**src/design/eca_pkg.sv**
```systemverilog
package eca_pkg;

    // Lattice geometry
    localparam int WIDTH  = 64;
    localparam int HEIGHT = 32;

    // Field widths fixed by the item format
    localparam int OPCODE_W = 2;
    localparam int COL_W    = 6;
    localparam int ROW_W    = 5;
    localparam int RULE_W   = 8;
    localparam int OUT_W    = 64;

    // Width of a column index inside the lattice
    localparam int COLX_W = $clog2(WIDTH);

    // Seed column of the bottom row after reset
    localparam int SEED_COL = WIDTH - 1 - WIDTH / 2;

    // Opcodes
    localparam logic [OPCODE_W-1:0] OP_ADVANCE = 2'd0;
    localparam logic [OPCODE_W-1:0] OP_READ    = 2'd1;
    localparam logic [OPCODE_W-1:0] OP_WRITE   = 2'd2;

    typedef logic [WIDTH-1:0]  t_row;
    typedef logic [COLX_W-1:0] t_colx;
    typedef logic [RULE_W-1:0] t_rule;

    typedef struct packed {
        logic [OPCODE_W-1:0] opcode;
        logic [COL_W-1:0]    column;
        logic [ROW_W-1:0]    row;
        logic                cell_in;
    } t_in_item;

    typedef struct packed {
        logic             cell_out;
        logic [OUT_W-1:0] newest_row;
    } t_out_item;

    // Per-transaction control broadcast along the chain of row cells
    typedef struct packed {
        logic  advance;
        logic  write;
        logic  read;
        t_colx column;
        logic  cell_in;
    } t_cell_ctl;

    // Column wrap table: column field reduced modulo WIDTH
    typedef t_colx t_col_table [2**COL_W];

    function automatic t_col_table f_build_col_wrap();
        t_col_table tbl;
        for (int i = 0; i < 2**COL_W; i++) begin
            tbl[i] = t_colx'(i % WIDTH);
        end
        return tbl;
    endfunction

    localparam t_col_table COL_WRAP = f_build_col_wrap();

    localparam t_row SEED_ROW = t_row'(1) << SEED_COL;

endpackage

```
**src/design/eca_next_gen.sv**
```systemverilog
module eca_next_gen (
    input  eca_pkg::t_row  i_row,
    input  eca_pkg::t_rule i_rule,
    output eca_pkg::t_row  o_row
);
    import eca_pkg::*;

    // Look up each new cell from its wrapped left, self and right neighbours
    for (genvar i = 0; i < WIDTH; i++) begin : g_lane
        localparam int LCOL = (i == 0) ? WIDTH - 1 : i - 1;
        localparam int RCOL = (i == WIDTH - 1) ? 0 : i + 1;
        logic [2:0] w_pat;
        assign w_pat    = {i_row[LCOL], i_row[i], i_row[RCOL]};
        assign o_row[i] = i_rule[w_pat];
    end

endmodule

```
**config.mk**
```make
export PLATFORM = sky130hd
export DESIGN_NAME = eca_next_gen
export DESIGN_NICKNAME = d
export VERILOG_FILES = /design/src/design/eca_pkg.sv /design/src/design/eca_next_gen.sv
export SDC_FILE = /design/constraint.sdc
export NUM_CORES = 1
export LEC_CHECK = 0
export ABC_CLOCK_PERIOD_IN_PS = 1100
export BUFFER_PORTS_ARGS = -buffer_cell sky130_fd_sc_hd__buf_2
export CAP_MARGIN = 20
export CORE_ASPECT_RATIO = 0.8
export CORE_MARGIN = 2
export CORE_UTILIZATION = 45
export DETAILED_ROUTE_END_ITERATION = 8
export PLACE_DENSITY = 0.75
export SYNTH_ARGS = -nofsm -noshare
export SYNTH_HDL_FRONTEND = slang
export SYNTH_SLANG_ARGS = --single-unit
```
**constraint.sdc**
```tcl
create_clock -name vclk -period 1.1
set_input_delay 0.055 -clock vclk [all_inputs]
set_output_delay 0.055 -clock vclk [all_outputs]
set_load 0.05 [all_outputs]
```
==> results of run 1 <==
[cells in the mapped netlist]
cell type  count  area share (%)
a2111oi_0    168              34
a21boi_0      28             4.9
and2_1        28             4.1
and2b_1        2            0.35
and3_1        56             8.2
buf_1          3            0.26
buf_2         11             1.3
buf_4          1            0.18
clkbuf_1      52             4.6
clkbuf_2       9             1.1
inv_1         64             5.6
mux2_2         1            0.26
mux4_2        16             8.4
nand2_1       21             1.8
nand2b_1      55             8.1
nor2b_1       54             7.9
nor4_1        56             8.2
or2b_1         1            0.18
[logic make-up after synthesis]
group,Yosys count,share of synthesized area [%]
compound gates,196,39.4
buf+inv,140,13.0
mux,17,8.71
simple gates,273,38.9
[metrics by stage]
stage | TNS (ns) | cells | hold WS, ns
2_1_floorplan | -5.16 | 626 | 0.310
3_3_place_gp | -19.23 | 1086 | 0.607
3_5_place_dp | -22.91 | 1086 | 0.636
==> impl_metrics.ini, run 1 <==
[status]
outcome = did not finish
haltStage = 4_1_cts
tool.error = [ERROR DPL-0038] Utilization greater than 100%, impossible to legalize

[placement]
placed_cell_area_um2 = 8560
hpwl_um = 18200
routabilityCongestion = 0.937
dpl_worst_slack_ns = -0.498
numPortBuffers = 136

[logic_synthesis]
seq_area_frac_synth_pct = 0
synth_cells = 626
synth_fp_nets = 698
syn_area_um2 = 4270
synth_cell_types = 18
yosysWarnings = 0
synth_area_per_cell_um2 = 6.82

[floorplan]
die_width_um = 113
initial_core_util_pct = 46.6
die_height_um = 91.1
io_pins = 136
rows = 31

[clock_tree]
postCtsSetupBuffers = 17
cts_resized = 625
cts_hold_buf = 0
==> inputs of run 2 (changes only) <==
==> config.mk (replaced) <==
export PLATFORM = sky130hd
export DESIGN_NAME = eca_next_gen
export DESIGN_NICKNAME = d
export VERILOG_FILES = /design/src/design/eca_pkg.sv /design/src/design/eca_next_gen.sv
export SDC_FILE = /design/constraint.sdc
export NUM_CORES = 1
export LEC_CHECK = 0
export ABC_CLOCK_PERIOD_IN_PS = 1450
export BUFFER_PORTS_ARGS = -buffer_cell sky130_fd_sc_hd__buf_2
export CAP_MARGIN = 20
export CORE_MARGIN = 2
export CORE_UTILIZATION = 30
export DETAILED_ROUTE_END_ITERATION = 8
export PLACE_DENSITY_LB_ADDON = 0.15
export SYNTH_ARGS = -nofsm -noshare
export SYNTH_HDL_FRONTEND = slang
export SYNTH_SLANG_ARGS = --single-unit
==> constraint.sdc (replaced) <==
create_clock -name vclk -period 1.45
set_input_delay 0.0725 -clock vclk [all_inputs]
set_output_delay 0.0725 -clock vclk [all_outputs]
set_load 0.05 [all_outputs]
==> impl_metrics.ini, run 2 <==
[final_layout]
layout_common_cells = buf_4, buf_2, a2111oi_1
seq_area_um2 = 0
n_antenna_cell = 0
instances_no_fill = 1068
drive_above_1_share_pct = 50.9
nClkBuffers = 0
utilization_pct = 57.0
fill_cells = 1323
layout.nets = 962
layout.cells.most_common = buf_4
seq_cell_count = 0
area_growth_pct = 85.5

[hold_path]
hp-class = input pin to output pin

[timing]
rsz0062_at_grt = yes
tightest_slew_ns = 0.451
setup_tns_ns = -0.0785
max_freq_mhz = 673
min_period_ns = 1.49
setup-violations-final = 3
setup_slack_ns = -0.0354
finalCritPeriodShare_pct = 102
max_slew_margin_pct = 69.1
finalHoldViolations = 0
finalHoldWorstSlack_ns = 0.618
slew_viol_final = 0

[power_and_ir_drop]
ir_drop_mv = 0.238
comb_power_share_pct = 100.0
p_int_mw = 1.38
p_seq_share_pct = 0
p_switching_mw = 1.98
pwr-share-clk_pct = 0
power_density_nw_per_um2 = 425
p_leak_nw = 3.40
p_sw_share_pct = 58.8

[logic_synthesis]
muxShareOfSynthArea_pct = 8.71
synth_cell_types = 18
synth_cells = 626
yosysWarnings = 0
synth_fp_nets = 698
synth-simple-area-share_pct = 38.9
synthAdderAreaFrac_pct = 0
yosys.area.top_type = a2111oi_0
synth_top_area_share_pct = 34.5
synth_area_per_cell_um2 = 6.82
yosysMostFrequentCell = a2111oi_0
synth_xor_area_share_pct = 0
synth_top_family_by_area = compound AO/OA/AOI/OAI gates
synth_commonest_cells = a2111oi_0, inv_1, and3_1, nor4_1, nand2b_1
seq_area_frac_synth_pct = 0
synth_area_leaders = a2111oi_0, mux4_2, and3_1
synth_compound_area_share_pct = 39.4
syn_area_um2 = 4270

[route]
drt_iter0_markers = 440
drc_errors = 0
first_pass_iters = 4
via_per_inst = 5.89
wl_per_cell_um = 17.5
vias = 6290
routed_wl_um = 18700
final_antenna_net_count = 0

[critical_path]
cp_max_fo = 5
worst_setup_path_start_kind = input pin
crit_required_ns = 1.38
end_kind = output pin
crit_type = input pin to output pin
worstPathArrival_ns = 1.41

[global_route]
grt_pass1_vias = 6130
antenna_found_initial = 0
grt.total_usage_pct = 23.4
grt_pass1_wl_um = 29800
gr-total-overflow = 0
grt_max_degree = 34

[floorplan]
initial_core_util_pct = 30.7
dieArea_um2 = 15200
io_pins = 136
core_um2 = 13900
rows = 43
die_width_um = 123
die_height_um = 123

[job]
cap_violations = 0

[placement]
hpwl_um = 13200
dp.cells = 1068
routabilityCongestion = 0.807
dpl_worst_slack_ns = -0.166
numPortBuffers = 136

[status]
outcome = finished, violations left
violations = negative setup slack

[clock_tree]
cts_hold_buf = 0
postCtsSetupBuffers = 0
run 2: worst paths after layout:
| check | cells past startpoint | from | slack, ns | endpoint |
|---|---|---|---|---|
| max | 7 | i_rule[0] | -0.04 | o_row[40] |
| min | 4 | i_row[19] | 0.62 | o_row[19] |
run 2: per-layer routing:
layer / vias up / share of wire (%) / global-route usage, %
met4: 0 / 0.43 / 1.92
met1: 3095 / 44 / 31.9
met5: - / 0 / 0
met3: 7 / 5.4 / 2.68
li1: 3046 / - / -
met2: 142 / 50 / 41.0
run 2: critical path, cell delays in order:
cell	delay [ns]
buf_2	0.14
buf_4	0.17
nor2b_1	0.15
a2111oi_1	0.45
buf_4	0.20
nor4_4	0.04
buf_2	0.20
run 2: logic make-up (layout without fill, tap and decap cells):
group	after synthesis	count (layout)
and+or+nand+nor	273	273
AOI/OAI and AO/OA	196	196
buffers and inverters	140	402
muxes	17	17
run 2: cell type report:
| cell class | instances | area [um2] | area share [%] |
|---|---|---|---|
| Multi-Input combinational cell | 486 | 4880 | 61.7 |
| Timing Repair Buffer | 338 | 2570 | 32.4 |
| Tap cell | 180 | 225 | 2.84 |
| Inverter | 64 | 240 | 3.03 |
run 2: power groups by stage:
stage,registers [mW],logic (mW),clock network (mW)
CTS,0,3.11,0
detailed placement,0,3.06,0
global route,0,3.57,0
floorplan,0,2.00,0
finish,0,3.36,0
global placement,0,3.02,0
run 2: stage by stage:
step	total power, mW	area (um2)
after floorplan	2.00	5100
after global placement	3.02	7370
after detailed placement	3.06	7370
after CTS	3.11	7440
after global routing	3.57	7920
final	3.36	7920
run 2: timing repair:
action                                 4_1_cts  5_1_grt
setup endpoints to repair                   50       56
resized for setup                           34      218
endpoints found under the hold margin        0        0
pin swaps                                    0        1
(Power assumes the default switching activity.)
