### src/design/eca_pkg.sv
package eca_pkg;

    // Lattice geometry
    localparam int WIDTH  = 64;
    localparam int HEIGHT = 32;

    // Field widths fixed by the item format
    localparam int OPCODE_W = 2;
    localparam int COL_W    = 6;
    localparam int ROW_W    = 5;
    localparam int RULE_W   = 8;
    localparam int OUT_W    = 64;

    // Width of a column index inside the lattice
    localparam int COLX_W = $clog2(WIDTH);

    // Seed column of the bottom row after reset
    localparam int SEED_COL = WIDTH - 1 - WIDTH / 2;

    // Opcodes
    localparam logic [OPCODE_W-1:0] OP_ADVANCE = 2'd0;
    localparam logic [OPCODE_W-1:0] OP_READ    = 2'd1;
    localparam logic [OPCODE_W-1:0] OP_WRITE   = 2'd2;

    typedef logic [WIDTH-1:0]  t_row;
    typedef logic [COLX_W-1:0] t_colx;
    typedef logic [RULE_W-1:0] t_rule;

    typedef struct packed {
        logic [OPCODE_W-1:0] opcode;
        logic [COL_W-1:0]    column;
        logic [ROW_W-1:0]    row;
        logic                cell_in;
    } t_in_item;

    typedef struct packed {
        logic             cell_out;
        logic [OUT_W-1:0] newest_row;
    } t_out_item;

    // Per-transaction control broadcast along the chain of row cells
    typedef struct packed {
        logic  advance;
        logic  write;
        logic  read;
        t_colx column;
        logic  cell_in;
    } t_cell_ctl;

    // Column wrap table: column field reduced modulo WIDTH
    typedef t_colx t_col_table [2**COL_W];

    function automatic t_col_table f_build_col_wrap();
        t_col_table tbl;
        for (int i = 0; i < 2**COL_W; i++) begin
            tbl[i] = t_colx'(i % WIDTH);
        end
        return tbl;
    endfunction

    localparam t_col_table COL_WRAP = f_build_col_wrap();

    localparam t_row SEED_ROW = t_row'(1) << SEED_COL;

endpackage

### src/design/eca_row_cell.sv
module eca_row_cell (
    input  logic                i_clk,
    input  logic                i_rst_n,
    input  eca_pkg::t_cell_ctl  i_ctl,
    input  logic                i_row_hit,
    input  eca_pkg::t_row       i_init_row,
    input  eca_pkg::t_row       i_shift_in,
    output eca_pkg::t_row       o_row,
    output eca_pkg::t_row       o_row_next,
    output logic                o_cell
);
    import eca_pkg::*;

    t_row r_row;
    t_row n_row;

    // Take the row from below on advance, or patch one bit on a write hit
    always_comb begin
        n_row = r_row;
        if (i_ctl.advance) begin
            n_row = i_shift_in;
        end else if (i_ctl.write && i_row_hit) begin
            n_row[i_ctl.column] = i_ctl.cell_in;
        end
    end

    always_ff @(posedge i_clk) begin
        if (!i_rst_n) begin
            r_row <= i_init_row;
        end else begin
            r_row <= n_row;
        end
    end

    assign o_row      = r_row;
    assign o_row_next = n_row;

    // Drive the selected bit only when this row is read
    assign o_cell = i_ctl.read && i_row_hit && r_row[i_ctl.column];

endmodule

### config.mk
export PLATFORM = sky130hd
export DESIGN_NAME = eca_row_cell
export DESIGN_NICKNAME = d
export VERILOG_FILES = /design/src/design/eca_pkg.sv /design/src/design/eca_row_cell.sv
export SDC_FILE = /design/constraint.sdc
export NUM_CORES = 1
export LEC_CHECK = 0
export BUFFER_PORTS_ARGS = -buffer_cell sky130_fd_sc_hd__buf_2
export CORE_MARGIN = 4
export CORE_UTILIZATION = 45
export CTS_CLUSTER_DIAMETER = 30
export DETAILED_ROUTE_END_ITERATION = 16
export GPL_TIMING_DRIVEN = 1
export PLACE_DENSITY_LB_ADDON = 0.3
export SLEW_MARGIN = 20
export SYNTH_ARGS = -nofsm -noshare
export SYNTH_HDL_FRONTEND = slang
export SYNTH_SLANG_ARGS = --single-unit
### constraint.sdc
create_clock -name i_clk -period 3.7 [get_ports i_clk]
set_clock_uncertainty 0.15 [all_clocks]
set_input_delay 0.37 -clock i_clk [delete_from_list [all_inputs] [get_ports i_clk]]
set_output_delay 0.37 -clock i_clk [all_outputs]
set_load 0.02 [all_outputs]
# Word-level counts from Yosys, hierarchy flattened
# Index checks and enable logic that the tools add are counted.
# classes
addsub	0
multipliers	0
div_mod_pow	0
n_lt_le_gt_ge	2
eq_ne	0
shifts	0
mux	8
bitwise_logic	0
n_reduce_logical	4
# ops
op	count
two-way mux 64 bit	3
bitwise mux 64 bit	1
< comparator 6 x 7 -> 1 bit, second input constant	1
binary-select mux 1 bit (select 6 bit)	1
demux 1 bit (select 6 bit)	1
greater-or-equal comparator 6 x 1 -> 1 bit, second input constant	1
logical AND 1 bit	4
two-way mux 1 bit	2
# word_totals
register_bits	64
latchBits	0
mem_bits_rw	0
romBits	0
in_bits	141
output_inout_bits	129
word_cells	15
memories	0

# Logic depth before layout (Yosys ltp)
# depth
word_depth	8
mapped_depth	8

# Worst setup path after synthesis
# Ideal clock, no wire load.
# synth_timing
kind	in2out
from	input i_ctl[1] (netlist bit)
to	output o_cell
arrival_ns	1.780
required_ns	3.180
slack_ns	1.400
stages	6
path_buffers	1
path_cell_list	buf_6 -> mux4_2 -> nor2b_1 -> a22oi_1 -> o21ai_0 -> o311a_1
# synth_via
elab_chain_cells	3
# synth_lines
item	line	text
start: declaration	eca_row_cell.sv:4	input eca_pkg::t_cell_ctl i_ctl,
binary-select mux 1 bit (select 6 bit)	eca_row_cell.sv:39	assign o_cell = i_ctl.read && i_row_hit && r_row[i_ctl.column];
two-way mux 1 bit (not written as such)	eca_row_cell.sv:39	
logical AND 1 bit	eca_row_cell.sv:39	
end: declaration	eca_row_cell.sv:10	output logic o_cell
# No other way between the ends. The select of a mux whose other input is x is not followed.

# Final worst setup path
# layout_timing
from	input i_ctl[1] (netlist bit)
to	output o_row_next[45]
# layout_via
elab_chain_cells	7
# layout_lines
item	line	text
< comparator 6 x 7 -> 1 bit (not written as such) / greater-or-equal comparator 6 x 1 -> 1 bit (equally long branches)	eca_row_cell.sv:23	n_row[i_ctl.column] = i_ctl.cell_in;
logical AND 1 bit (not written as such)	eca_row_cell.sv:23	
two-way mux 1 bit (not written as such)	eca_row_cell.sv:23	
demux 1 bit (select 6 bit) (*)	eca_row_cell.sv:23	
bitwise mux 64 bit (*)	eca_row_cell.sv:23	
two-way mux 64 bit (*)	eca_row_cell.sv:22	end else if (i_ctl.write && i_row_hit) begin
two-way mux 64 bit (*)	eca_row_cell.sv:20	if (i_ctl.advance) begin
end: declaration	eca_row_cell.sv:9	output eca_pkg::t_row o_row_next,
# Mark *: on every way between the ends. The rest lies on a longest branch, timed or not.

==> results by stage <==
Placement:
- Timing analysis after detailed placement gives a worst setup slack of 0.563 ns.
- In this run, placement finished with an instance count of 856.
- At the end of routability-driven placement, the weighted congestion stood at 0.916.
- During placement, the flow inserted port buffers numbering 269.
- After legalization and detailed placement, the total HPWL measured 12.6 mm.

Synth:
- The most instantiated flip-flop cell in the synthesis netlist is sky130_fd_sc_hd__dfxtp_1.
- The average size of a mapped cell is 9.33 um^2.
- Sequential cells were found to cover 27.4% of the synthesized design area.
- For this run, the number of Yosys warnings is 0.
- Yosys mapped the design onto 34 distinct sky130hd cell types.
- In the synthesized netlist, the number of instances is 502.
- Sorting the synthesized cells by how often they occur yields 80 x sky130_fd_sc_hd__mux2i_1, 65 x sky130_fd_sc_hd__nand2_1, 64 x sky130_fd_sc_hd__dfxtp_1, 64 x sky130_fd_sc_hd__mux2_2, 43 x sky130_fd_sc_hd__nor3_1.
- After synthesis, the cell types taking the most area are sky130_fd_sc_hd__dfxtp_1 27%, sky130_fd_sc_hd__mux2i_1 17%, sky130_fd_sc_hd__mux2_2 15%, sky130_fd_sc_hd__nand2_1 5.2%, sky130_fd_sc_hd__o21ai_2 4.9%.
- The area share of the largest cell type after synthesis is 27.4%.
- For this run, asynchronously set or reset flops after synthesis account for 0%.
- The number of enable-type register cells in the synthesized netlist is 0.
- Of all cell types, the one taking the most synthesized area is sky130_fd_sc_hd__dfxtp_1.
- The post-synthesis instance area is 0.00468 mm^2.
- The leading cell type by number of instances after synthesis is sky130_fd_sc_hd__mux2i_1.
- Counting every net in the synthesized netlist gives 643.
- Counting flops and latches in the post-synthesis netlist gives 64.

Clocking:
- TritonCTS built the clock tree.
- Counting the buffers created by CTS gives 9.
- The H-tree level count is 3.
- Clock tree synthesis found a total of 64 sinks.
- The later-pin clock latency in the skew report is 0.35 ns.
- Gates resized during post-CTS repair numbered 0.
- After clock tree synthesis, the clock-pin slew on the worst setup and hold paths is 0.07 ns.
- Once the clock tree was built, the setup fixing pass inserted 0 buffers.
- Clock tree synthesis selected as its root buffer the cell sky130_fd_sc_hd__clkbuf_8.
- The number of buffers added to fix hold violations after cts is 0.
- The clock passes through at most 2 buffers.

Routing:
- The first routing iteration left 154 violations.
- In this run the remaining antenna-violating nets after routing total 0.
- For this run, design rule violations remaining after detail routing come to 0.
- The pre-antenna-repair detailed-routing pass consisted of 4 iterations.
- The post-detailed-routing wire length is 16.5 mm.
- The total via count after detailed routing is 4729.
- The average routed wire per standard cell is 19.0 um.
- In the routed layout, each cell is associated on average with a via count of 5.44.

Timing:
- Hold is met by 0.0888 ns.
- The upper clock frequency limit is 0.319 GHz.
- The setup violation total in the final timing report is 0.
- Setup repair after global routing left no endpoint under its margin.
- The measured slew at the worst slew-check pin is 1.13 ns.
- Summed over all failing endpoints, the final setup total negative slack is 0 ns.
- The number of slew-limit violations in the final report is 0.
- The final worst slack is 0.561 ns.
- The worst max-slew margin expressed relative to the limit is 24.7%.
- Counting I/O delays and the setup requirement, the final critical path takes 3.14 ns.
- The final number of hold-violating endpoints is 0.
- The final critical path takes up 84.8% of the cycle.

Power:
- The clock network power share is 26.4%.
- For this design the static power due to leakage is 2.65 nW.
- VDD sags by at most 215 uV.
- The internal power contribution is 0.00138 W.
- Per report_power, the sequential group accounts for 37.9% of the total.
- In this run the power density over the cells is 355 mW/mm^2.
- The portion of total power attributed to combinational logic is 35.6%.
- The design draws 0.00218 W.
- In this run switching power makes up 36.9% of total power.
- For this design the total switching power over the nets is 0.000804 W.

Floorplanning:
- The die span in y is 110 um.
- During I/O placement, the number of pins put on the boundary was 270.
- In this run the core area contains 36 standard-cell rows.
- The floorplan die width is 110 um.
- The core region area is 0.00995 mm^2.
- The floorplan step defined a die boundary enclosing 0.0121 mm^2.
- Once the floorplan was initialized, standard cells occupied 47.1% of the core.

Global route:
- The initial antenna violation count is 0.
- The first global-routing pass estimated 24.4 mm of wire.
- The largest net degree at the start of global routing is 71.
- The total track usage is 26.3%.
- Global routing finished with a remaining overflow of 0.
- The number of global-route vias before repair is 4738.

Setup path:
- Data arrives at the worst endpoint at 2.62 ns.
- The type of origin of the critical path is an input pin.
- The critical path is of the in2out type.
- The number of cells on the worst reg-to-reg path is 3.
- The kind of end point of the critical path is an output pin.
- Of all nets on the critical path, the largest fanout is 28.
- At the worst endpoint, the required time is 3.18 ns.

Finish:
- The number of fillers in the final layout is 904.
- The post-route netlist has 55.3% of its cells at a drive strength greater than 1.
- The register area is 0.00128 mm^2.
- Once layout is complete, the cells apart from fillers number 869.
- The total number of nets in the final design is 875.
- 0 antenna diodes ended up in the layout.
- The post-synthesis to final-layout area growth is 31.0%.
- The register with the most flip-flops in the layout has 64 of them.
- Summing all multi-input logic gate instances after layout gives 0.00309 mm^2.

Hold path:
- The worst hold path was traced through 2 stages.
- The type of the tightest min-delay check is in2reg.

Flow run:
- The number of max-capacitance violations reported is 0.

Outcome:
- The flow ran to the end, and the final reports show no timing, DRC or antenna violations.
[per-stage QoR]
step / area [um^2] / utilization (%)
after floorplan: 4680 / -
after global placement: 5960 / 59.9
after detailed placement: 5960 / 59.9
after CTS: 6140 / 61.7
after global routing: 6140 / 61.7
final: 6140 / 61.7
[power by group through the flow]
| stage | registers, W | clock network, W | logic, W |
|---|---|---|---|
| after floorplan | 0.000908 | 0 | 0.000418 |
| after global placement | 0.000839 | 0 | 0.000768 |
| after detailed placement | 0.000842 | 0 | 0.000779 |
| after CTS | 0.000827 | 0.000583 | 0.000783 |
| after global routing | 0.000836 | 0.000615 | 0.000836 |
| final | 0.000827 | 0.000576 | 0.000777 |
[path summary, 6_finish.rpt]
kind / start / end / slack [ns]
max: i_ctl[1] / o_row_next[45] / 0.56
min: i_init_row[49] / o_row[49] / 0.09
max reg2reg: o_row[60] / o_row[60] / 2.51
min reg2reg: o_row[1] / o_row[1] / 0.58
[worst max-delay path: stages]
cell,delay [ns]
sky130_fd_sc_hd__buf_2,0.53
sky130_fd_sc_hd__buf_4,0.25
sky130_fd_sc_hd__nand2b_1,0.46
sky130_fd_sc_hd__nor3_1,0.39
sky130_fd_sc_hd__mux2i_1,0.11
sky130_fd_sc_hd__o21ai_0,0.27
sky130_fd_sc_hd__buf_2,0.21
[final cells by class]
class                      instances  area share [%]
inverter                           1          0.0612
clock buffer                      13            2.92
tap                              133            2.71
sequential                        64            20.9
timing repair buffer             277            23.2
multi-input combinational        381            50.3
[cell families (layout without fill, tap and decap cells)]
family                 count (synthesis)  after routing  synth area share [%]
multiplexers                         154            154                  37.3
buffers and inverters                 57            291                  6.89
AND/OR/NAND/NOR                      149            149                  17.6
AO/OA/AOI/OAI                         78             78                  10.9
flip-flops                            64             64                  27.4
[routing by layer]
| layer | global-route usage (%) | up-vias | routed length (um) | share of wire, % |
|---|---|---|---|---|
| li1 | - | 2303 | - | - |
| met1 | 30.7 | 2228 | 6450 | 39 |
| met2 | 48.2 | 182 | 8730 | 53 |
| met3 | 4.83 | 16 | 1160 | 7.0 |
| met4 | 8.73 | 0 | 182 | 1.1 |
| met5 | 0 | - | 0 | 0 |
[cells in the final DEF (no fill, tap or decap), types with 10 or more instances in the layout]
cell                       count
sky130_fd_sc_hd__o21ai_0      18
sky130_fd_sc_hd__o21ai_1      26
sky130_fd_sc_hd__clkbuf_8     13
sky130_fd_sc_hd__nor4_1       13
sky130_fd_sc_hd__mux2i_1      80
sky130_fd_sc_hd__nor3_2       10
sky130_fd_sc_hd__dfxtp_1      64
sky130_fd_sc_hd__mux4_2       10
sky130_fd_sc_hd__nor3_1       43
sky130_fd_sc_hd__o21ai_2      26
sky130_fd_sc_hd__mux2_2       64
sky130_fd_sc_hd__nand2_1      65
sky130_fd_sc_hd__buf_2       268
No activity file was read; power rests on OpenSTA's default activity.
